### src/hdl/fcne_pkg.sv
package fcne_pkg;

    localparam int MAX_NAME_DEF = 32;
    localparam int PFX_W        = 5;
    localparam int S_TDATA_W    = 24;
    localparam int M_TDATA_W    = 8;

    typedef logic [7:0] char_t;

    localparam char_t CODE_BASE     = 8'h80;
    localparam char_t CODE_INDEX    = 8'h40;
    localparam char_t CODE_OPERATOR = 8'h20;

    localparam logic [PFX_W-1:0] PREFIX_MAX = 5'h1F;

endpackage

### src/hdl/front_coded_name_encoder_unit.sv
// Character beat: accepted, then compared against the previous name in the next cycle;
// s_tready is low during that compare (single name RAM read port and comparator) and while a name is emitted.
// Name end: S_CODE loads the code byte, then S_IDX the index byte, and each tail byte
// is read from RAM in S_RD and loaded in S_TAIL; each load waits for a free output register.
// Reset (aresetn low, synchronous) clears the sequencer, lengths and prefix state;
// the two name banks in RAM are not cleared and need no clearing pass.
module front_coded_name_encoder_unit #(
    parameter int MAX_NAME = fcne_pkg::MAX_NAME_DEF
) (
    input  logic                           aclk,
    input  logic                           aresetn,
    input  logic                           s_tvalid,
    output logic                           s_tready,
    input  logic [fcne_pkg::S_TDATA_W-1:0] s_tdata,  // [7:0] name_char, [23:8] entry_index
    input  logic                           s_tlast,
    input  logic [0:0]                     s_tuser,  // [0] is_operator
    output logic                           m_tvalid,
    input  logic                           m_tready,
    output logic [fcne_pkg::M_TDATA_W-1:0] m_tdata,  // [7:0] out_byte
    output logic                           m_tlast
);
    import fcne_pkg::*;

    localparam int LEN_W = $clog2(MAX_NAME + 1);
    localparam int IDX_W = $clog2(MAX_NAME);
    localparam int CW    = (LEN_W > PFX_W) ? LEN_W : PFX_W;

    localparam logic [2:0] S_IDLE = 3'd0;
    localparam logic [2:0] S_CMP  = 3'd1;
    localparam logic [2:0] S_CODE = 3'd2;
    localparam logic [2:0] S_IDX  = 3'd3;
    localparam logic [2:0] S_RD   = 3'd4;
    localparam logic [2:0] S_TAIL = 3'd5;

    logic [2:0]       state_reg, state_next;
    logic             bank_reg, bank_next;
    logic [LEN_W-1:0] prev_len_reg, prev_len_next;
    logic [LEN_W-1:0] cur_len_reg, cur_len_next;
    logic [PFX_W-1:0] prefix_reg, prefix_next;
    logic             match_reg, match_next;
    logic [LEN_W-1:0] tail_reg, tail_next;
    char_t            ch_reg, ch_next;
    logic             end_reg, end_next;
    logic             op_reg, op_next;
    char_t            idx_byte_reg, idx_byte_next;
    logic             has_idx_reg, has_idx_next;
    logic             store_reg, store_next;
    logic             m_valid_reg, m_valid_next;
    char_t            m_byte_reg, m_byte_next;
    logic             m_last_reg, m_last_next;

    logic             pos_ok;
    logic             out_free;
    logic             tail_empty;
    logic             tail_done;
    logic             finish;
    logic             ram_we;
    logic [IDX_W:0]   ram_waddr;
    logic [IDX_W:0]   ram_raddr;
    char_t            ram_rdata;
    char_t            code_byte;

    fcne_name_ram #(
        .ADDR_W (IDX_W + 1)
    ) u_ram (
        .aclk    (aclk),
        .wr_en   (ram_we),
        .wr_addr (ram_waddr),
        .wr_data (s_tdata[7:0]),
        .rd_addr (ram_raddr),
        .rd_data (ram_rdata)
    );

    assign pos_ok     = cur_len_reg < LEN_W'(MAX_NAME);
    assign out_free   = !m_valid_reg || m_tready;
    assign tail_empty = CW'(prefix_reg) >= CW'(cur_len_reg);
    assign tail_done  = LEN_W'(tail_reg + 1'b1) == cur_len_reg;
    assign ram_we     = (state_reg == S_IDLE) && s_tvalid && pos_ok;
    assign ram_waddr  = {~bank_reg, cur_len_reg[IDX_W-1:0]};
    assign ram_raddr  = (state_reg == S_RD || state_reg == S_TAIL)
                      ? {~bank_reg, tail_reg[IDX_W-1:0]}
                      : {bank_reg, cur_len_reg[IDX_W-1:0]};
    assign code_byte  = CODE_BASE | {3'b000, prefix_reg}
                      | (op_reg ? CODE_OPERATOR : 8'h00)
                      | (has_idx_reg ? CODE_INDEX : 8'h00);

    always_comb begin
        state_next    = state_reg;
        bank_next     = bank_reg;
        prev_len_next = prev_len_reg;
        cur_len_next  = cur_len_reg;
        prefix_next   = prefix_reg;
        match_next    = match_reg;
        tail_next     = tail_reg;
        ch_next       = ch_reg;
        end_next      = end_reg;
        op_next       = op_reg;
        idx_byte_next = idx_byte_reg;
        has_idx_next  = has_idx_reg;
        store_next    = store_reg;
        m_valid_next  = m_valid_reg && !m_tready;
        m_byte_next   = m_byte_reg;
        m_last_next   = m_last_reg;
        finish        = 1'b0;

        case (state_reg)
            S_IDLE: begin
                if (s_tvalid) begin
                    ch_next       = s_tdata[7:0];
                    idx_byte_next = s_tdata[15:8];
                    has_idx_next  = s_tdata[23:16] == 8'h00;
                    end_next      = s_tlast;
                    op_next       = s_tuser[0];
                    store_next    = pos_ok;
                    state_next    = S_CMP;
                end
            end
            S_CMP: begin
                if (store_reg) begin
                    cur_len_next = LEN_W'(cur_len_reg + 1'b1);
                    if (match_reg && cur_len_reg < prev_len_reg &&
                        prefix_reg < PREFIX_MAX && ram_rdata == ch_reg) begin
                        prefix_next = PFX_W'(prefix_reg + 1'b1);
                    end else begin
                        match_next = 1'b0;
                    end
                end
                state_next = end_reg ? S_CODE : S_IDLE;
            end
            S_CODE: begin
                if (out_free) begin
                    m_valid_next = 1'b1;
                    m_byte_next  = code_byte;
                    m_last_next  = !has_idx_reg && tail_empty;
                    tail_next    = LEN_W'(prefix_reg);
                    if (has_idx_reg) begin
                        state_next = S_IDX;
                    end else if (!tail_empty) begin
                        state_next = S_RD;
                    end else begin
                        finish = 1'b1;
                    end
                end
            end
            S_IDX: begin
                if (out_free) begin
                    m_valid_next = 1'b1;
                    m_byte_next  = idx_byte_reg;
                    m_last_next  = tail_empty;
                    if (tail_empty) begin
                        finish = 1'b1;
                    end else begin
                        state_next = S_RD;
                    end
                end
            end
            S_RD: begin
                state_next = S_TAIL;
            end
            S_TAIL: begin
                if (out_free) begin
                    m_valid_next = 1'b1;
                    m_byte_next  = ram_rdata;
                    m_last_next  = tail_done;
                    tail_next    = LEN_W'(tail_reg + 1'b1);
                    if (tail_done) begin
                        finish = 1'b1;
                    end else begin
                        state_next = S_RD;
                    end
                end
            end
            default: begin
                state_next = S_IDLE;
            end
        endcase

        if (finish) begin
            bank_next     = ~bank_reg;
            prev_len_next = cur_len_reg;
            cur_len_next  = '0;
            prefix_next   = '0;
            match_next    = 1'b1;
            state_next    = S_IDLE;
        end
    end

    always_ff @(posedge aclk) begin
        if (!aresetn) begin
            state_reg    <= S_IDLE;
            bank_reg     <= 1'b0;
            prev_len_reg <= '0;
            cur_len_reg  <= '0;
            prefix_reg   <= '0;
            match_reg    <= 1'b1;
            m_valid_reg  <= 1'b0;
        end else begin
            state_reg    <= state_next;
            bank_reg     <= bank_next;
            prev_len_reg <= prev_len_next;
            cur_len_reg  <= cur_len_next;
            prefix_reg   <= prefix_next;
            match_reg    <= match_next;
            m_valid_reg  <= m_valid_next;
        end
    end

    always_ff @(posedge aclk) begin
        tail_reg     <= tail_next;
        ch_reg       <= ch_next;
        end_reg      <= end_next;
        op_reg       <= op_next;
        idx_byte_reg <= idx_byte_next;
        has_idx_reg  <= has_idx_next;
        store_reg    <= store_next;
        m_byte_reg   <= m_byte_next;
        m_last_reg   <= m_last_next;
    end

    assign s_tready = state_reg == S_IDLE;
    assign m_tvalid = m_valid_reg;
    assign m_tdata  = m_byte_reg;
    assign m_tlast  = m_last_reg;

    a_prefix_le_len: assert property (@(posedge aclk) disable iff (!aresetn)
        CW'(prefix_reg) <= CW'(cur_len_reg))
        else $error("shared prefix exceeds current length");

    a_len_bound: assert property (@(posedge aclk) disable iff (!aresetn)
        cur_len_reg <= LEN_W'(MAX_NAME) && prev_len_reg <= LEN_W'(MAX_NAME))
        else $error("name length beyond limit");

    a_tail_in_range: assert property (@(posedge aclk) disable iff (!aresetn)
        (state_reg == S_RD || state_reg == S_TAIL) |-> tail_reg < cur_len_reg)
        else $error("tail pointer past end of name");

    a_beat_blocks: assert property (@(posedge aclk) disable iff (!aresetn)
        s_tvalid && s_tready |=> !s_tready)
        else $error("input taken while a character is being compared");

    a_out_hold: assert property (@(posedge aclk) disable iff (!aresetn)
        m_tvalid && !m_tready |=> m_tvalid && $stable(m_tdata) && $stable(m_tlast))
        else $error("output beat changed while stalled");

endmodule

### src/hdl/fcne_name_ram.sv
module fcne_name_ram #(
    parameter int ADDR_W = 6
) (
    input  logic                aclk,
    input  logic                wr_en,
    input  logic [ADDR_W-1:0]   wr_addr,
    input  fcne_pkg::char_t     wr_data,
    input  logic [ADDR_W-1:0]   rd_addr,
    output fcne_pkg::char_t     rd_data
);
    import fcne_pkg::*;

    char_t mem [2**ADDR_W];
    char_t rd_data_reg;

    always_ff @(posedge aclk) begin
        if (wr_en) begin
            mem[wr_addr] <= wr_data;
        end
        rd_data_reg <= mem[rd_addr];
    end

    assign rd_data = rd_data_reg;

endmodule

### config.mk
export PLATFORM = sky130hd
export DESIGN_NAME = front_coded_name_encoder_unit
export DESIGN_NICKNAME = d
export VERILOG_FILES = /design/src/hdl/fcne_pkg.sv /design/src/hdl/front_coded_name_encoder_unit.sv /design/src/hdl/fcne_name_ram.sv
export SDC_FILE = /design/constraint.sdc
export NUM_CORES = 1
export LEC_CHECK = 0
export BUFFER_PORTS_ARGS = -buffer_cell sky130_fd_sc_hd__buf_4
export CAP_MARGIN = 20
export CORE_ASPECT_RATIO = 1.25
export CORE_UTILIZATION = 49
export DETAILED_ROUTE_END_ITERATION = 7
export GPL_ROUTABILITY_DRIVEN = 0
export GPL_TIMING_DRIVEN = 0
export PLACE_DENSITY = 0.75
export SYNTH_ARGS = -nofsm -noshare
export SYNTH_HDL_FRONTEND = slang
export SYNTH_HIERARCHICAL = 1
export SYNTH_SLANG_ARGS = --single-unit
### constraint.sdc
create_clock -name aclk -period 3.7 [get_ports aclk]
set_clock_uncertainty 0.05 [all_clocks]
set_input_delay 1.11 -clock aclk [delete_from_list [all_inputs] [get_ports aclk]]
set_output_delay 1.11 -clock aclk [all_outputs]
set_load 0.05 [all_outputs]
==> out/results.tsv, run 1 <==
metric	value	unit
status	finished with violations	
violations	negative setup slack	
switching_share	25.7	%
ir_worst_vdd	389	uV
antenna_found_initial	3	
placed_cell_area	24400	um^2
cp_num_buf_inv	2	
hold_depth	2	
num_antenna_cells	0	
drtIter0Drc	1237	
critPathMaxFanout	10	
drtAntennaViolNets	0	
power_leakage	8.09	nW
top_register	u_ram/mem	
viasPerCell	6.22	
area_delta_synth_final	13.5	%
cts.sinks	578	
die_h	246	um
hpwl	35600	um
hp-class	reg2reg	
final_max_slew_viol_count	0	
htreeDepth	2	
end_kind	flip-flop	
dr.pass1.iters	7	
worstPathArrival	3.98	ns
synth_ff_type	edfxtp_1	
clk_pin_slew	0.06	ns
grt-ovfl-total	0	
slowest_delay	0.79	ns
hold_start	prev_len_reg[5]$_SDFFE_PN0P_	
largest_reg_flops	512	
r2r_slack	-0.10	ns
finalNonFillerCells	2021	
fmax	0.263	GHz
grt_pass1_wl	81400	um
layout-drive-gt1-share	25.7	%
start_kind	flip-flop	
worst_slew_pin_slew	0.926	ns
track_usage	23.3	%
critPathKind	reg2reg	
slew_headroom	38.3	%
die_area	48400	um^2
clkPwrFrac	35.5	%
post-cts-setup-buffers	0	
io_buffer_count	39	
vias	12600	
synthArstFlopShare	0	%
rows	88	
cts_tree	done	
timing.rr.start	state_reg[1]$_SDFFE_PP0P_	
synth_fp_nets	1292	
cts_buffer_depth	3	
design_area	26400	um^2
cpMaxStageDelayCell	nor2_2	
ioPinCount	41	
post-route-period-util	103	%
setup_violations	32	
clock-root-buffer	clkbuf_16	
internal-power	11.9	mW
coreArea	46500	um^2
netlist_area	23300	um^2
fin_util	56.8	%
cts-buffers-inserted	54	
seq_area_frac_synth	73.3	%
start_util	50.1	%
yosys_warnings	6	
clk_latency	0.60	ns
r2r_end	u_ram/mem[38][2]$_DFFE_PP_	
layout_setup_ws	-0.103	ns
syn-instance-count	1249	
crit_chain	clkbuf_2 -> clkbuf_1 -> nor3_1 -> and3_1 -> nor2b_1 -> nand3_1 -> nor2_2	
synth.avg_cell_area	18.6	um^2
whs_endpoint	prev_len_reg[5]$_SDFFE_PN0P_	
crit_required	3.87	ns
wl_per_cell	27.4	um
reg2reg_depth	7	
fin_nets	1390	
comb_power_share	17.9	%
dp_cells	1921	
rsz0062_at_grt	true	
grt_max_degree	66	
grt_pass1_vias	12500	
power_density	605	nW/um^2
cap_violations	0	
drc	0	
p_seq_share	46.6	%
wl	55300	um
synth_edf_count	547	
hold_viol_final	0	
crit_family	simple AND/OR/NAND/NOR gates	
finalCriticalPeriod	3.80	ns
ys_ff_latch	578	
die_w	197	um
power.switching	4.11	mW
totalPowerFinal	16.0	mW
synthDistinctLibCells	56	
Yosys cell counts (5+ instances only):
cell type,n,area [um^2]
mux4_2,126,2840
mux2i_1,37,370
nor2b_1,19,119
nand3_1,25,125
a22o_1,6,52.6
edfxtp_1,547,16400
nand4_1,8,50.1
buf_4,13,97.6
xnor2_1,12,105
inv_1,21,78.8
buf_2,13,65.1
o21ai_0,28,140
dfxtp_1,31,621
a21oi_1,9,45.0
o22ai_1,10,62.6
nor2_1,92,345
buf_1,5,18.8
clkbuf_1,30,113
nand2b_1,11,68.8
o221ai_1,8,70.1
mux2_2,14,158
nand2_1,54,203
ha_1,13,163
nor3_1,22,110
a211oi_1,7,52.6
xor2_1,13,114
a221oi_1,6,52.6
buf_6,5,56.3
through the flow:
step                hold WS [ns]  setup WS, ns  TNS (ns)
detailed placement         0.400        -0.564     -3.55
floorplan                  0.385         0.115         0
CTS                        0.412       -0.0254    -0.337
global route               0.447        -0.146     -5.02
global placement           0.393        -0.785     -5.08
finish                     0.410        -0.103     -1.84
routing by layer:
metal	vias to the layer above	wire (um)	part of all wire (%)	global-route usage (%)
met1	6447	19800	36	28.8
met2	710	28400	51	40.0
met5	-	27	0.049	0
met4	4	2140	3.9	9.64
li1	5239	-	-	-
met3	164	4910	8.9	4.91
cell type report:
type / instances / area (um^2)
clock buffer: 64 / 1410
timing repair buffer: 42 / 315
sequential: 578 / 17000
tap: 630 / 788
fill: 3433 / 20100
buffer: 68 / 440
multi-input combinational: 582 / 5910
clock inverter: 36 / 409
inverter: 21 / 78.8
how the worst max path moves through the flow:
stage | startpoint | to | slack (ns) | cells past startpoint
after global placement | state_reg[2]$_SDFFE_PP0P_ | u_ram/rd_data[5]$_DFF_P_ | -0.78 | 8
after global routing | state_reg[1]$_SDFFE_PP0P_ | u_ram/mem[38][0]$_DFFE_PP_ | -0.15 | 7
after CTS | state_reg[1]$_SDFFE_PP0P_ | u_ram/mem[22][6]$_DFFE_PP_ | -0.03 | 7
final | state_reg[1]$_SDFFE_PP0P_ | u_ram/mem[38][2]$_DFFE_PP_ | -0.10 | 7
after floorplan | state_reg[1]$_SDFFE_PP0P_ | u_ram/mem[62][0]$_DFFE_PP_ | 0.11 | 7
after detailed placement | state_reg[2]$_SDFFE_PP0P_ | u_ram/rd_data[5]$_DFF_P_ | -0.56 | 12
kinds of logic after synthesis:
kind of cell	after synthesis	synth area share [%]
AOI/OAI and AO/OA	116	3.57
buffers and inverters	89	2.02
DFF	578	73.3
adders and majority gates	13	0.699
xor gates and xnor gates	26	1.04
and+or+nand+nor	250	4.94
muxes	177	14.5
tightest hold or removal path, cell delays in order (launching register included):
cell,delay (ns)
dfxtp_1,0.31
nand2_1,0.05
mux2i_1,0.05
timing repair:
item / in CTS / in global routing
endpoints found under the setup margin: 24 / 264
hold buffers: 0 / 0
resized for setup: 17 / 58
cells in the final DEF, fill, tap and decap left out, types with 12 or more instances in the layout:
cell type,Yosys,final
nor2_1,92,61
edfxtp_1,547,547
nor3_1,22,20
nor2b_1,19,19
nand3_1,25,24
ha_1,13,13
o21ai_0,28,27
xnor2_1,12,12
xor2_1,13,13
buf_4,13,50
dfxtp_1,31,31
inv_1,21,21
mux4_2,126,126
nor2_2,0,29
clkbuf_1,30,31
mux2_2,14,14
mux2i_1,37,35
nand2_1,54,54
clkbuf_16,0,55
power by group through the flow:
stage                     Combinational [mW]  Sequential (mW)  Clock (mW)
after floorplan                         1.83             7.59           0
after global placement                  2.70             7.59           0
after detailed placement                2.74             7.59           0
after CTS                               2.76             7.45        5.75
after global routing                    2.97             7.46        5.99
final                                   2.85             7.45        5.67
No activity file was read; power rests on OpenSTA's default activity.
==> inputs of run 2 (changes only) <==
Settings changed: REMOVE_ABC_BUFFERS set to 1.
==> out/results.tsv, run 2 (synthesized netlist as in run 1, its figures left out) <==
metric	value	unit	change
status	complete, no violations		
post-route-period-util	99.1	%	-3.7 points
antenna_found_initial	0		-3
hold_depth	2		unchanged
start_kind	flip-flop		
crit_family	simple AND/OR/NAND/NOR gates		
critPathKind	reg2reg		
cts_buffer_depth	3		unchanged
drtIter0Drc	1298		+4.9%
io_buffer_count	40		+2.6%
clk_pin_slew	0.06	ns	about the same
largest_reg_flops	512		unchanged
worst_slew_pin_slew	1.00	ns	+0.0743 ns
fin_nets	1349		-2.9%
cts.sinks	578		unchanged
whs_endpoint	prev_len_reg[3]$_SDFFE_PN0P_		
wl_per_cell	25.9	um	-5.3%
grtUsageMet2	36.5	%	-3.5 points
design_area	26300	um^2	-0.26%
use_met3	3.55	%	-1.4 points
final_common_cell	edfxtp_1		
clock-root-buffer	clkbuf_16		
rows	88		unchanged
track_usage	21.5	%	-1.8 points
power_leakage	8.02	nW	-0.84%
cts-buffers-inserted	54		unchanged
grt-ovfl-total	0		unchanged
hp-class	reg2reg		
crit_required	3.85	ns	-0.02 ns
final_cell_mix	edfxtp_1, mux4_2, nor2_1		
drc	0		unchanged
internal-power	11.7	mW	-1.6%
fmax	0.273	GHz	+3.8%
switching_share	25.3	%	-0.47 points
hpwl	31000	um	-13%
grt_busiest_layer	met2		
comb_power_share	16.9	%	-1.0 points
r2r_end	u_ram/mem[62][6]$_DFFE_PP_		
setup-tns-final	0	ns	+1.84 ns
die_area	48400	um^2	unchanged
cts_tree	done		
setup_violations	0		-100%
cts_hold_buf	0		unchanged
p_seq_share	48.1	%	+1.5 points
clkPwrFrac	35.0	%	-0.5 points
num_antenna_cells	0		unchanged
fin_util	56.7	%	-0.15 points
power.switching	3.95	mW	-4.0%
layout_setup_ws	0.0346	ns	+0.138 ns
start_util	50.1	%	unchanged
die_h	246	um	unchanged
reg2reg_depth	5		-2
worstPathArrival	3.82	ns	-0.16 ns
slowest_delay	0.99	ns	+0.20 ns
ir_worst_vdd	381	uV	-1.9%
end_kind	flip-flop		
grt_pass1_wl	76300	um	-6.3%
power_density	593	nW/um^2	-1.9%
cap_violations	0		unchanged
timing.rr.start	state_reg[0]$_SDFFE_PP0P_		
cp_num_buf_inv	0		-2
coreArea	46500	um^2	unchanged
grt_max_degree	66		unchanged
dr.pass1.iters	5		-2
pre_cts_ws	-0.763	ns	-0.199 ns
hold_start	prev_len_reg[3]$_SDFFE_PN0P_		
met1_usage	27.6	%	-1.2 points
drtAntennaViolNets	0		unchanged
viasPerCell	6.13		-1.5%
crit_chain	nor3_1 -> and3_1 -> nor2b_1 -> nand3_1 -> nor2_1		
grt_pass1_vias	12200		-2.1%
nFillCells	3394		-1.1%
area_delta_synth_final	13.2	%	
top_register	u_ram/mem		
hold_viol_final	0		unchanged
wl	51300	um	-7.3%
slew_headroom	33.1	%	-5.2 points
htreeDepth	2		unchanged
die_w	197	um	unchanged
r2r_slack	0.03	ns	+0.14 ns
cpMaxStageDelayCell	nor2_1		
critPathMaxFanout	27		+17
placed_cell_area	24400	um^2	+0.20%
finalCriticalPeriod	3.67	ns	-0.138 ns
layout-drive-gt1-share	23.0	%	-2.7 points
vias	12100		-3.5%
final_max_slew_viol_count	0		unchanged
ioPinCount	41		unchanged
clk_latency	0.61	ns	about the same
-- run 2: cell types whose count changed in the layout (fill, tap and decap cells not counted), sizes merged --
| cell | change |
|---|---|
| nand2 | +1 |
| buf | -10 |
| o21ai | +1 |
| clkbuf | -33 |
| clkinv | +5 |
| bufinv | -2 |
| inv | -1 |
| clkinvlp | -2 |
-- run 2: cell type report --
cell class	instances	area (um^2)	area share, %
clock buffers	64	1410	5.35
clock inverters	36	338	1.28
inverters	21	78.8	0.299
multi-input cells	584	5880	22.3
flip-flops and latches	578	17100	64.8
well taps	630	788	2.99
repair buffers	67	778	2.96
-- run 2: power groups by stage --
| stage | Sequential (mW) | Clock, mW | Combinational (mW) |
|---|---|---|---|
| after detailed placement | 7.64 | 0 | 2.54 |
| final | 7.52 | 5.47 | 2.64 |
| after global routing | 7.53 | 5.79 | 2.78 |
| after floorplan | 7.62 | 0 | 1.91 |
| after CTS | 7.51 | 5.55 | 2.63 |
| after global placement | 7.63 | 0 | 2.37 |
-- run 2: what timing repair did --
action / CTS / global route
setup buffers: 4 / 3
pin swaps: 2 / 0
endpoints found under the setup margin: 13 / 14
gates cloned: 2 / 1
resized for setup: 18 / 1
-- run 2: worst max-delay path by stage --
stage,depth (start not counted),slack (ns),startpoint,endpoint
5_1_grt,5,-0.005,state_reg[0]$_SDFFE_PP0P_,u_ram/mem[62][6]$_DFFE_PP_
3_3_place_gp,7,-15.75,state_reg[1]$_SDFFE_PP0P_,u_ram/rd_data[5]$_DFF_P_
3_5_place_dp,10,-0.76,state_reg[2]$_SDFFE_PP0P_,u_ram/rd_data[0]$_DFF_P_
2_1_floorplan,7,-7.17,state_reg[1]$_SDFFE_PP0P_,u_ram/rd_data[3]$_DFF_P_
4_1_cts,10,0.08,state_reg[1]$_SDFFE_PP0P_,u_ram/rd_data[0]$_DFF_P_
6_report,5,0.03,state_reg[0]$_SDFFE_PP0P_,u_ram/mem[62][6]$_DFFE_PP_
-- run 2: worst register-to-register path, stage by stage (launching register included) --
cell and delay (ns):
dfxtp_1 0.59, nor3_1 0.37, and3_1 0.39, nor2b_1 0.31, nand3_1 0.57, nor2_1 0.99
-- run 2: metrics by stage --
stage          power (mW)  hold slack, ns  cells
6_report             15.6           0.406   1980
3_3_place_gp         10.0           0.394   1851
3_5_place_dp         10.2           0.401   1870
4_1_cts              15.7           0.410   1976
5_1_grt              16.1           0.430   1980
2_1_floorplan        9.53           0.385   1181
-- run 2: layer usage --
| layer | share of wire (%) | wire length [um] |
|---|---|---|
| met5 | 0 | 0 |
| met4 | 3.9 | 1990 |
| met3 | 7.3 | 3770 |
| met2 | 51 | 26300 |
| met1 | 38 | 19300 |
==> inputs of run 3 (changes only) <==
--- a/config.mk
+++ b/config.mk
@@ -9,4 +9,6 @@
 export CAP_MARGIN = 20
+export CELL_PAD_IN_SITES_DETAIL_PLACEMENT = 2
+export CELL_PAD_IN_SITES_GLOBAL_PLACEMENT = 2
 export CORE_ASPECT_RATIO = 1.25
-export CORE_UTILIZATION = 49
+export CORE_UTILIZATION = 44
 export DETAILED_ROUTE_END_ITERATION = 7
@@ -14,3 +16,3 @@
 export GPL_TIMING_DRIVEN = 0
-export PLACE_DENSITY = 0.75
+export PLACE_DENSITY = 0.85
 export REMOVE_ABC_BUFFERS = 1
==> constraint.sdc (replaced) <==
create_clock -name aclk -period 3.1 [get_ports aclk]
set_clock_uncertainty 0.05 [all_clocks]
set_input_delay 0.62 -clock aclk [delete_from_list [all_inputs] [get_ports aclk]]
set_output_delay 0.62 -clock aclk [all_outputs]
set_load 0.05 [all_outputs]
==> out/results.tsv, run 3 (synthesized netlist as in run 1, its figures left out) <==
metric	value	unit	change
status	finished with violations		
violations	negative setup slack		
top_register	u_ram/mem		
vias	12900		+6.2%
post-route-period-util	107	%	+8.3 points
end_kind	flip-flop		
io_buffer_count	40		unchanged
clk_pin_slew	0.06	ns	about the same
totalPowerFinal	20.1	mW	+29%
power_density	741	nW/um^2	+25%
clk_latency	0.63	ns	+0.02 ns
rsz0062_at_grt	true		
grt_pass1_wl	106000	um	+39%
wl	74100	um	+44%
dp_cells	1906		+1.9%
critPathMaxFanout	8		-70%
htreeDepth	2		unchanged
whs_endpoint	idx_byte_reg[4]$_DFFE_PP_		
drtIter0Drc	1139		-12%
fin_hold_ws	0.131	ns	-0.275 ns
ir_worst_vdd	538	uV	+41%
cts.sinks	578		unchanged
setup-tns-final	-41.90	ns	-41.90 ns
r2r_end	u_ram/mem[39][2]$_DFFE_PP_		
layout-drive-gt1-share	29.2	%	+6.2 points
cts_buffer_depth	3		unchanged
r2r_slack	-0.23	ns	-0.26 ns
setup_violations	377		+377
dr.pass1.iters	6		+1
reg2reg_depth	5		unchanged
grt-ovfl-total	0		unchanged
grt_max_degree	66		unchanged
cap_violations	0		unchanged
largest_reg_flops	512		unchanged
fmax	0.300	GHz	+10%
hpwl	42300	um	+37%
hold_viol_final	0		unchanged
finalNonFillerCells	2036		+2.8%
cts-buffers-inserted	57		+5.6%
timing.rr.start	state_reg[1]$_SDFFE_PP0P_		
grt_pass1_vias	14300		+17%
finalCriticalPeriod	3.33	ns	-0.337 ns
crit_required	3.28	ns	-0.57 ns
die_area	53800	um^2	+11%
design_area	27200	um^2	+3.3%
area_delta_synth_final	16.9	%	
start_util	44.8	%	-5.2 points
power_leakage	8.25	nW	+2.9%
hp-class	in2reg		
fin_nets	1367		+1.3%
slew_headroom	30.7	%	-2.4 points
viasPerCell	6.33		+3.3%
nFillCells	4492		+32%
final_max_slew_viol_count	0		unchanged
start_kind	flip-flop		
hold_depth	1		-1
track_usage	28.0	%	+6.5 points
cts_tree	done		
placed_cell_area	24400	um^2	+0.10%
wl_per_cell	36.4	um	+40%
fin_util	52.4	%	-4.3 points
die_w	208	um	+5.5%
num_antenna_cells	0		unchanged
rows	93		+5.7%
drtAntennaViolNets	0		unchanged
hold_start	s_tdata[12]		
layout_setup_ws	-0.229	ns	-0.263 ns
worst_slew_pin_slew	1.04	ns	+0.0396 ns
worstPathArrival	3.51	ns	-0.31 ns
pre_cts_ws	-1.55	ns	-0.783 ns
ioPinCount	41		unchanged
drc	0		unchanged
cp-startpoint	state_reg[1]$_SDFFE_PP0P_		
coreArea	51900	um^2	+12%
antenna_found_initial	4		+4
final_common_cell	edfxtp_1		
final_cell_mix	edfxtp_1, mux4_2, buf_4		
critPathKind	reg2reg		
clock-root-buffer	clkbuf_16		
die_h	259	um	+5.5%
==> run 3: repair_timing <==
item / CTS / global route
endpoints found under the setup margin: 499 / 460
pin swaps: 4 / 1
hold buffers: 0 / 0
gates cloned: 6 / 0
gates resized for setup: 113 / 30
setup buffers: 16 / 1
==> run 3: area by class of cell <==
cell class	count	area, um^2	share of cell area, %
Multi-Input combinational cell	582	6300	23.2
Timing Repair Buffer	84	1030	3.78
Clock buffer	71	1500	5.52
Inverter	21	78.8	0.290
Tap cell	665	832	3.06
Clock inverter	35	392	1.44
Sequential cell	578	17100	62.8
==> run 3: per-layer routing <==
metal | track usage [%] | wire, um | share of wire (%)
met1 | 32.0 | 26700 | 36
met2 | 51.4 | 39800 | 54
met3 | 4.51 | 3870 | 5.2
met4 | 13.3 | 3640 | 4.9
met5 | 0 | 34 | 0.046
==> run 3: how the worst max path moves through the flow <==
stage	endpoint	slack, ns	depth (start not counted)
after floorplan	u_ram/rd_data[3]$_DFF_P_	-7.77	7
after global placement	u_ram/rd_data[5]$_DFF_P_	-15.99	7
after detailed placement	u_ram/rd_data[3]$_DFF_P_	-1.55	10
after CTS	u_ram/mem[59][7]$_DFFE_PP_	-0.12	5
after global routing	u_ram/mem[29][0]$_DFFE_PP_	-0.24	5
final	u_ram/mem[39][2]$_DFFE_PP_	-0.23	5
==> run 3: worst max-delay path, stage by stage, from the launching register on <==
cell	delay (ns)
dfxtp_4	0.37
buf_4	0.15
nor3_1	0.28
and3_1	0.48
nand4_1	0.63
nor2_1	0.97
==> run 3: power by group <==
part | switching, mW | internal [mW]
combinational | 2.12 | 1.77
clock | 3.17 | 4.10
sequential | 0.214 | 8.76
